===== src/sv/ikht_pkg.sv =====
`timescale 1ns / 1ps
`default_nettype none
// ----------------------------------------------------------------------------
// ikht_pkg
// Types and constants shared by the integer key hash table modules.
// ----------------------------------------------------------------------------

package ikht_pkg;

    localparam logic [2:0] OP_ADD   = 3'd0;
    localparam logic [2:0] OP_PUT   = 3'd1;
    localparam logic [2:0] OP_DEL   = 3'd2;
    localparam logic [2:0] OP_GET   = 3'd3;
    localparam logic [2:0] OP_CLEAR = 3'd4;

    // key bits that feed the hash (top byte dropped)
    localparam int          KEY_HASH_W = 24;
    localparam logic [31:0] HASH_MULT  = 32'd2654435761;

    typedef struct packed {
        logic [2:0]         operation;
        logic signed [31:0] key;
        logic [63:0]        value;
    } req_t;

    typedef struct packed {
        logic        found;
        logic        ok;
        logic        bucket_full;
        logic [63:0] read_value;
    } res_t;

    typedef struct packed {
        logic take;
        logic sweeping;
    } tbl_stat_t;

endpackage

`default_nettype wire


===== src/sv/ikht_hash.sv =====
`timescale 1ns / 1ps
`default_nettype none
// ----------------------------------------------------------------------------
// ikht_hash
// Pipelined bucket index: (key low 24 bits * multiplier) mod bucket count,
// done as two reciprocal reductions with one multiplier per stage.
// ----------------------------------------------------------------------------

module ikht_hash
    import ikht_pkg::*;
#(
    parameter  int BUCKETS = 256,
    localparam int BW      = $clog2(BUCKETS)
)
(
    input  wire logic          clk,
    input  wire logic          rst_n,
    input  wire logic          adv,
    input  wire logic          in_take,
    input  wire req_t          in_req,
    output logic               out_valid,
    output req_t               out_req,
    output logic [BW-1:0]      out_bucket
);

    localparam int KW  = KEY_HASH_W;
    localparam int BV  = BW + 1;
    localparam int SH1 = KW + BW;
    localparam int R1W = KW + 1;
    localparam int YW  = 2 * BW;
    localparam int SH2 = YW + BW;
    localparam int R2W = YW + 1;
    localparam int NS  = 7;

    localparam logic [63:0] R1 = ((64'd1 << SH1) + 64'(BUCKETS) - 64'd1) / 64'(BUCKETS);
    localparam logic [63:0] R2 = ((64'd1 << SH2) + 64'(BUCKETS) - 64'd1) / 64'(BUCKETS);
    localparam logic [63:0] MR = 64'(HASH_MULT) % 64'(BUCKETS);

    logic [NS:1]            v_reg;
    req_t                   req_reg [1:NS];
    logic [KW-1:0]          n_reg   [1:3];
    logic [KW+R1W-1:0]      p1_reg;
    logic [KW-1:0]          t1_reg;
    logic [YW-1:0]          y_reg   [4:6];
    logic [YW+R2W-1:0]      p2_reg;
    logic [YW-1:0]          t2_reg;
    logic [BW-1:0]          bkt_reg;

    logic [KW-1:0]          n_next;
    logic [KW+R1W-1:0]      p1_next;
    logic [KW-1:0]          q1;
    logic [KW-1:0]          t1_next;
    logic [BW-1:0]          x1;
    logic [YW-1:0]          y_next;
    logic [YW+R2W-1:0]      p2_next;
    logic [YW-1:0]          q2;
    logic [YW-1:0]          t2_next;
    logic [BW-1:0]          bkt_next;

    always_comb
    begin
        n_next   = in_req.key[KW-1:0];
        p1_next  = (KW+R1W)'(n_reg[1]) * (KW+R1W)'(R1);
        q1       = KW'(p1_reg >> SH1);
        t1_next  = KW'((KW+BV)'(q1) * (KW+BV)'(BUCKETS));
        x1       = BW'(n_reg[3] - t1_reg);
        y_next   = YW'(x1) * YW'(MR);
        p2_next  = (YW+R2W)'(y_reg[4]) * (YW+R2W)'(R2);
        q2       = YW'(p2_reg >> SH2);
        t2_next  = YW'((YW+BV)'(q2) * (YW+BV)'(BUCKETS));
        bkt_next = BW'(y_reg[6] - t2_reg);
    end

    always_ff @(posedge clk or negedge rst_n)
    begin
        if (!rst_n)
        begin
            v_reg <= '0;
        end
        else if (adv)
        begin
            v_reg <= {v_reg[NS-1:1], in_take};
        end
    end

    always_ff @(posedge clk)
    begin
        if (adv)
        begin
            req_reg[1] <= in_req;
            for (int i = 2; i <= NS; i++)
            begin
                req_reg[i] <= req_reg[i-1];
            end
            n_reg[1] <= n_next;
            n_reg[2] <= n_reg[1];
            n_reg[3] <= n_reg[2];
            p1_reg   <= p1_next;
            t1_reg   <= t1_next;
            y_reg[4] <= y_next;
            y_reg[5] <= y_reg[4];
            y_reg[6] <= y_reg[5];
            p2_reg   <= p2_next;
            t2_reg   <= t2_next;
            bkt_reg  <= bkt_next;
        end
    end

    assign out_valid  = v_reg[NS];
    assign out_req    = req_reg[NS];
    assign out_bucket = bkt_reg;

endmodule

`default_nettype wire


===== config.mk =====
export PLATFORM = sky130hd
export DESIGN_NAME = ikht_hash
export DESIGN_NICKNAME = d
export VERILOG_FILES = /design/src/sv/ikht_pkg.sv /design/src/sv/ikht_hash.sv
export SDC_FILE = /design/constraint.sdc
export NUM_CORES = 1
export LEC_CHECK = 0
export BUFFER_PORTS_ARGS = -buffer_cell sky130_fd_sc_hd__buf_4
export CAP_MARGIN = 40
export CORE_AREA = 2 2 197 199
export CTS_BUF_LIST = sky130_fd_sc_hd__clkbuf_4 sky130_fd_sc_hd__clkbuf_8
export DETAILED_ROUTE_END_ITERATION = 10
export DIE_AREA = 0 0 199 201
export PLACE_DENSITY_LB_ADDON = 0.08
export SLEW_MARGIN = 5
export SYNTH_ARGS = -nofsm -noshare
export SYNTH_HDL_FRONTEND = slang
export SYNTH_SLANG_ARGS = --single-unit
export TNS_END_PERCENT = 20

===== constraint.sdc =====
create_clock -name clk -period 4 [get_ports clk]
set_clock_uncertainty 0.05 [all_clocks]
set_input_delay 0.4 -clock clk [delete_from_list [all_inputs] [get_ports clk]]
set_output_delay 0.4 -clock clk [all_outputs]
set_load 0.03 [all_outputs]

==> summary by stage, run 1 <==
Route
The initial DRC count is 389. For this run, the detailed router's first-pass iteration total came to 4. The post-detailed-routing wire length is 27,600 um. In the routed layout, each cell is associated on average with a via count of 4.60.

After detailed routing, the average wire length per cell comes to 15.5 um. The count of vias placed by the detailed router is 8,198. In the routed design, unresolved DRC markers number 0.

The number of nets still failing antenna checks after routing is 0.

Floorplan
The initialized floorplan defines 72 standard-cell rows. The top-level port count is 211. The die covers about 0.040 sq mm. In this run the horizontal extent of the chip is 199 um. The die height is 201 um. The total area inside the core boundary comes to ~0.038 sq mm. The initial utilization of the core area, before any placement, comes to 0.591.

Critical path
Walking the worst path, the cells encountered are ha_1 -> inv_1 -> fa_1 -> inv_1 -> ha_1 -> ha_1 -> xnor2_1 -> xnor2_1 -> xnor2_1. The worst setup path is launched from a flop. The worst setup path is captured at a flop. The depth of the worst register-to-register path is 9. The register-to-register path setup slack is 1.48 ns. The critical path arrival is 2.84 ns.

Along the worst path, the maximum fanout reaches 3. Data on the critical path is required at its endpoint by 4.33 ns. The type of the worst setup path is flop to flop.

The worst stage delay on the critical path is 0.50 ns. For this design, the slowest cell found on the critical path is fa_1.

Flow run
The tool flagged a number of max-cap violations equal to 0.

GRT
In the global route stage, met3 resource usage came out at 0.0479. The first global-routing pass estimated between 40,000 and 50,000 um of wire. The residual overflow from global routing is 0.

Across every metal layer, demand over resource in global routing totals 0.142. The number of global-route vias before repair is approximately 8,500. The initial antenna violation count is 4. The global-route track usage on met1 is 0.178.

Entering global routing, the biggest net connects 109 pins. The met2 layer usage reported by global route is 0.222. The routing layer with the top usage in global route is met2.

Pwr
IR analysis of the VDD net gives a maximum drop of between 0.0003 and 0.0004 V. In this run the static leakage power is 9.81 nW. Dividing total power by cell area gives a power density of approximately 550 mW/mm^2.

Timing
The count of pins over their slew limit is 0. The count of final setup violators is 0. The fmax is 397 MHz.

The worst path needs about 2.5 ns of the cycle, external delays included. Setup repair after global routing left no endpoint under its margin. Dividing the final minimum period by the clock period gives 0.630. The setup TNS is 0 ns.

The transition time of the tightest slew-check pin is 0.886 ns. The headroom to the max-slew limit is 0.409. The hold violation total from the final report is 0.

Clocking
The clock tree from TritonCTS is yes. The number of buffers between clock root and the deepest sink is 3. The cell sitting at the root of the clock tree is a clkbuf_8. Counting the buffers created by CTS gives approximately 110. Counting every sink on the clock net gives 716. The H-tree level count is 3. The clock transition at the registers of the reported paths is approximately 0.060 ns. The insertion delay of the later-clocked pin in the worst-skew pair is 0.64 ns. Once the clock tree was built, the resizer swapped 0 gates to a different size.

Final layout
In the layout the commonest cells are 709 x edfxtp_1, 220 x buf_4, 111 x clkbuf_8. The final layout contains 1,291 nets. Measured on the finished design, the core utilization comes to 0.716.

Of the cells placed in the final design, the portion with a size suffix greater than 1 is 0.324. The library cell used most frequently in the layout, excluding fill and tap cells, is edfxtp_1. Compared with the post-synthesis result, the final layout area differs by 21.2%. The area of all placed cells without fillers is 0.0273 sq mm. The register with the most flip-flops in the layout has 614 of them.

Synth
In this run, synthesis produced a sequential element count of 716. The average cell area after synthesis is roughly 27 sq um. The netlist uses 9 different library cells.

The number of nets in the synthesized netlist is 957. Of the synthesized area, sequential elements account for 0.954. Synthesis produced 846 cells.

During synthesis, Yosys emitted a total of 0 warnings. In this run the cell area of the synthesized design comes to 0.0225 sq mm.

Min path
The type of the most critical hold path is input port to flop. Along the worst hold path, the cell count comes to 1.

Placement
At the end of routability-driven placement, the weighted congestion stood at 0.703. The total placed instance area is 0.0242 sq mm. The placed wire-length estimate after detailed placement is 14,600 um. The count of input and output buffers is 210.

Run status
The run finished with clean final reports.
cells by family (layout without fill, tap and decap cells):
kind of cell / Yosys count / in the layout / synth area share
flops: 716 / 716 / 0.954
buf+inv: 108 / 523 / 0.0352
fa+ha+maj: 8 / 8 / 0.00478
xor+xnor: 7 / 7 / 0.00272
mux: 7 / 7 / 0.00350
other cells: 0 / 3 / 0
where the power goes:
part | switching (mW) | internal (mW)
clock network | 2.47 | 3.09
logic | 0.344 | 0.255
registers | 0.128 | 8.82
worst max-delay path, delay by kind of cell (launching register included):
kind | cells | cell delay (ns)
xor+xnor | 3 | 0.41
flops | 1 | 0.42
fa+ha+maj | 4 | 1.30
buf+inv | 2 | 0.09
what timing repair did:
action / in CTS / in global routing
hold buffers: 102 / 0
hold endpoints to repair: 107 / 0
buffers inserted: 0 / 0
per-layer routing:
| metal | vias to the layer above | wire [um] |
|---|---|---|
| li1 | 3926 | - |
| met1 | 3992 | 11800 |
| met2 | 222 | 13400 |
| met3 | 56 | 1590 |
| met4 | 2 | 702 |
| met5 | - | 13 |
metrics by stage:
| step | std cells | power (mW) | worst slack, ns | hold WS [ns] |
|---|---|---|---|---|
| floorplan | 846 | 9.30 | 1.58 | 0.0544 |
| global placement | 1488 | 9.60 | 1.50 | 0.164 |
| detailed placement | 1488 | 9.63 | 1.49 | 0.166 |
| CTS | 1779 | 15.3 | 1.47 | 0.260 |
| global route | 1781 | 15.7 | 1.39 | 0.261 |
| finish | 1782 | 15.1 | 1.48 | 0.241 |
cell usage after synthesis (all sizes together):
cell	number	area, sq um
ha	7	87.6
dfrtp	7	175
xnor2	7	61.3
buf	104	778
inv	4	15.0
edfxtp	709	21300
fa	1	20.0
mux2	7	78.8
worst paths after layout:
kind | start | to
max | n_reg[0][74]$_DFFE_PP_ | y_reg[4][7]$_DFFE_PP_
min | adv | req_reg[0][112]$_DFFE_PP_
max reg2reg | n_reg[0][74]$_DFFE_PP_ | y_reg[4][7]$_DFFE_PP_
min reg2reg | req_reg[1][98]$_DFFE_PP_ | req_reg[1][197]$_DFFE_PP_
max in group asynchronous | rst_n | v_reg[6]$_DFFE_PN0P_
min in group asynchronous | rst_n | v_reg[1]$_DFFE_PN0P_
final cells by class:
cell class                 count  area, sq um
inverter                       4         15.0
antenna                        3         7.51
multi-input combinational     22          248
tap                          518          648
clock buffer                 161         1900
clock inverter                28          164
fill                        2251        10800
timing repair buffer         330         2830
sequential                   716        21500
No activity file was read; power rests on OpenSTA's default activity.
==> run 2: changes to the inputs <==
- clock period: 4 -> 2.6 ns (I/O delays scaled with it)
==> run 2 against run 1 <==
  * Wire length rose by 0.16%
  * Total power rose by 55%
  * Largest power group unchanged
  * Highest routed layer unchanged
  * Non-clock buffer count rose by 4
  * First-iteration DRC count rose by 34%
  * Core utilization rose by 0.24 points
  * Critical endpoint unchanged
  * Hold slack improved by 0.049 ns
  * Sequential power rose by 54%
  * Register-to-register slack got worse by 1.4 ns
  * Largest cell class unchanged
  * Die area did not move
  * Cell area rose by 0.34%
==> summary by stage, run 2 (synthesis gave the netlist of run 1 again) <==
Critical path
The data required time of the worst path was 2.93 ns (was 4.33 ns). The type of the worst setup path is flop to flop (unchanged). The critical path arrival is 2.86 ns (was 2.84 ns).

The register-to-register path setup slack was 0.08 ns (was 1.48 ns). The kind of start point of the critical path was a flop (unchanged). The largest fanout of any net on the critical path is 3 (unchanged). The category of the worst setup path capture point is a flop (unchanged).

Final layout
The area added between synthesis and finish is 21.6% (was 21.2%). The layout cell share with drive strength beyond 1 is 0.316 (was 0.324). The most common library cell in the layout ignoring fill and taps is edfxtp_1 (unchanged). Commonest cells after routing, fill and taps aside: 709 x edfxtp_1, 222 x buf_4, 111 x clkbuf_8 (was 709 x edfxtp_1, 220 x buf_4, 111 x clkbuf_8). The flip-flop count of the largest register after layout was 614 (unchanged).

The fill cell instance count of the final layout is 2,245 (was 2,251). The count of nets after finishing is 1,295 (was 1,291).

Route
The initial DRC count was 523 (was 389). The number of iterations in the first detailed-routing pass came to 4 (unchanged). The detailed-route DRC error count is 0 (unchanged). The number of nets still failing antenna checks after routing was 0 (unchanged). The routed wirelength normalized by instance count is 15.4 um (was 15.5 um). The count of vias placed by the detailed router was 8,202 (was 8,198).

The average vias per placed instance is 4.58 (was 4.60). The post-detailed-routing wire length is 27,600 um (about the same).

Min path
The type of the most critical hold path is input port to flop (unchanged).

Clocking
The H-tree level count is 3 (unchanged). The clock sink count came to 716 (unchanged). The CTS root buffer is clkbuf_8 (unchanged). The number of buffers created by CTS came to 106 (unchanged). The number of buffers between clock root and the deepest sink is 3 (unchanged). The clock transition at the registers of the reported paths was 0.06 ns (about the same). The clock tree from TritonCTS is yes (unchanged).

The insertion delay of the later-clocked pin in the worst-skew pair is 0.64 ns (about the same).

Placement
The placed wire-length estimate after detailed placement was 14,500 um (was 14,600 um). The placer's final routability congestion estimate is 0.686 (was 0.703). The minimum setup slack after placement was 0.0648 ns (was 1.49 ns). The count of input and output buffers is 210 (unchanged).

Timing
The headroom to the max-slew limit is 0.632 (was 0.409). The worst hold slack is 0.291 ns (was 0.241 ns). The count of final setup violators is 0 (unchanged). The count of pins over their slew limit was 0 (unchanged). The share of the cycle needed by the critical path after routing came to 0.971 (was 0.630). The setup slack of the critical path after layout came to 0.0760 ns (was 1.48 ns). The final critical-path required period was 2.52 ns (about the same). The hold violation total from the final report came to 0 (unchanged). The transition time of the tightest slew-check pin is 0.553 ns (was 0.886 ns).

The fmax came to 396 MHz (was 397 MHz).

Pwr
The maximum VDD drop is 0.000636 V (was 0.000383 V). The power density over the cells is 856 mW/mm^2 (was 554 mW/mm^2). The sum of internal, switching and leakage power is 23.4 mW (was 15.1 mW).

The leakage power was 9.83 nW (was 9.81 nW).

GRT
The initial antenna violation count is 3 (was 4). The first-pass GRT wire length is 42,500 um (was 42,400 um). The largest net degree at the start of global routing is 77 (was 109). The aggregate global-route resource usage was 0.141 (was 0.142). The number of global-route vias before repair is 8,277 (was 8,453). The residual overflow from global routing is 0 (unchanged).

Floorplan
The row count is 72 (unchanged). The die height was 201 um (unchanged). The area of the die is 0.0400 sq mm (unchanged).

The initial standard-cell utilization of the core was 0.591 (unchanged). The top-level port count is 211 (unchanged). The core footprint came to 0.0381 sq mm (unchanged).

The horizontal extent of the die is 199 um (unchanged).

Run status
Status: finished, final reports clean (unchanged).

Flow run
The max-capacitance violation count is 0 (unchanged).
-- run 2: cell types whose count changed in the layout (fill, tap and decap cells not counted), sizes merged --
cell and delta:
clkbuf -24, bufinv +4, inv +1, diode -1
buf +3, clkinv +23, dlygate4sd3 +1
-- run 2: cell type report --
class	count	area (sq um)	share of cell area
sequential	716	21500	0.784
timing repair buffer	334	2870	0.105
clock buffer	137	1720	0.0629
tap	518	648	0.0237
clock inverter	56	384	0.0140
multi-input combinational	22	258	0.00942
inverter	4	15.0	0.000549
antenna	2	5.00	0.000183
-- run 2: metal layers --
metal / part of all wire / up-vias / track usage
met3: 0.060 / 54 / 0.0452
met4: 0.025 / 2 / 0.0688
met1: 0.43 / 3988 / 0.188
met2: 0.48 / 217 / 0.213
li1: - / 3941 / -
met5: 0.00040 / - / 0
-- run 2: timing repair --
item                                   4_1_cts  5_1_grt
endpoints found under the hold margin      112        0
setup endpoints to repair                    0        1
hold buffers                               103        0
setup buffers                                0        2
gates resized for setup                      0        2
-- run 2: per-stage QoR --
stage / cell area, sq um / TNS, ns / utilization / instances
after global routing: 27400 / -0.0195 / 0.718 / 1789
after floorplan: 22500 / 0 / - / 846
after detailed placement: 24200 / 0 / 0.635 / 1489
final: 27400 / 0 / 0.718 / 1789
after global placement: 24200 / 0 / 0.635 / 1489
after CTS: 27300 / 0 / 0.717 / 1785
-- run 2: worst paths after layout --
check                                         start                   endpoint  depth (start not counted)
setup / recovery             n_reg[0][74]$_DFFE_PP_      y_reg[4][7]$_DFFE_PP_                          9
hold / removal                           in_req[41]  req_reg[0][140]$_DFFE_PP_                          2
setup reg to reg             n_reg[0][74]$_DFFE_PP_      y_reg[4][7]$_DFFE_PP_                          9
hold reg to reg            req_reg[1][61]$_DFFE_PP_  req_reg[1][160]$_DFFE_PP_                          0
max in group asynchronous                     rst_n       v_reg[6]$_DFFE_PN0P_                          3
min in group asynchronous                     rst_n       v_reg[7]$_DFFE_PN0P_                          3
-- run 2: report_power, final --
part / switching [mW] / internal, mW
Combinational: 0.540 / 0.402
Clock: 3.88 / 4.83
Sequential: 0.194 / 13.6
Total: 4.62 / 18.8
-- run 2: worst max-delay path, stage by stage, from the launching register on --
cell,delay (ns)
edfxtp_1,0.41
ha_1,0.31
inv_1,0.05
fa_1,0.50
inv_1,0.04
ha_1,0.29
ha_2,0.20
xnor2_2,0.14
xnor2_1,0.14
xnor2_1,0.14
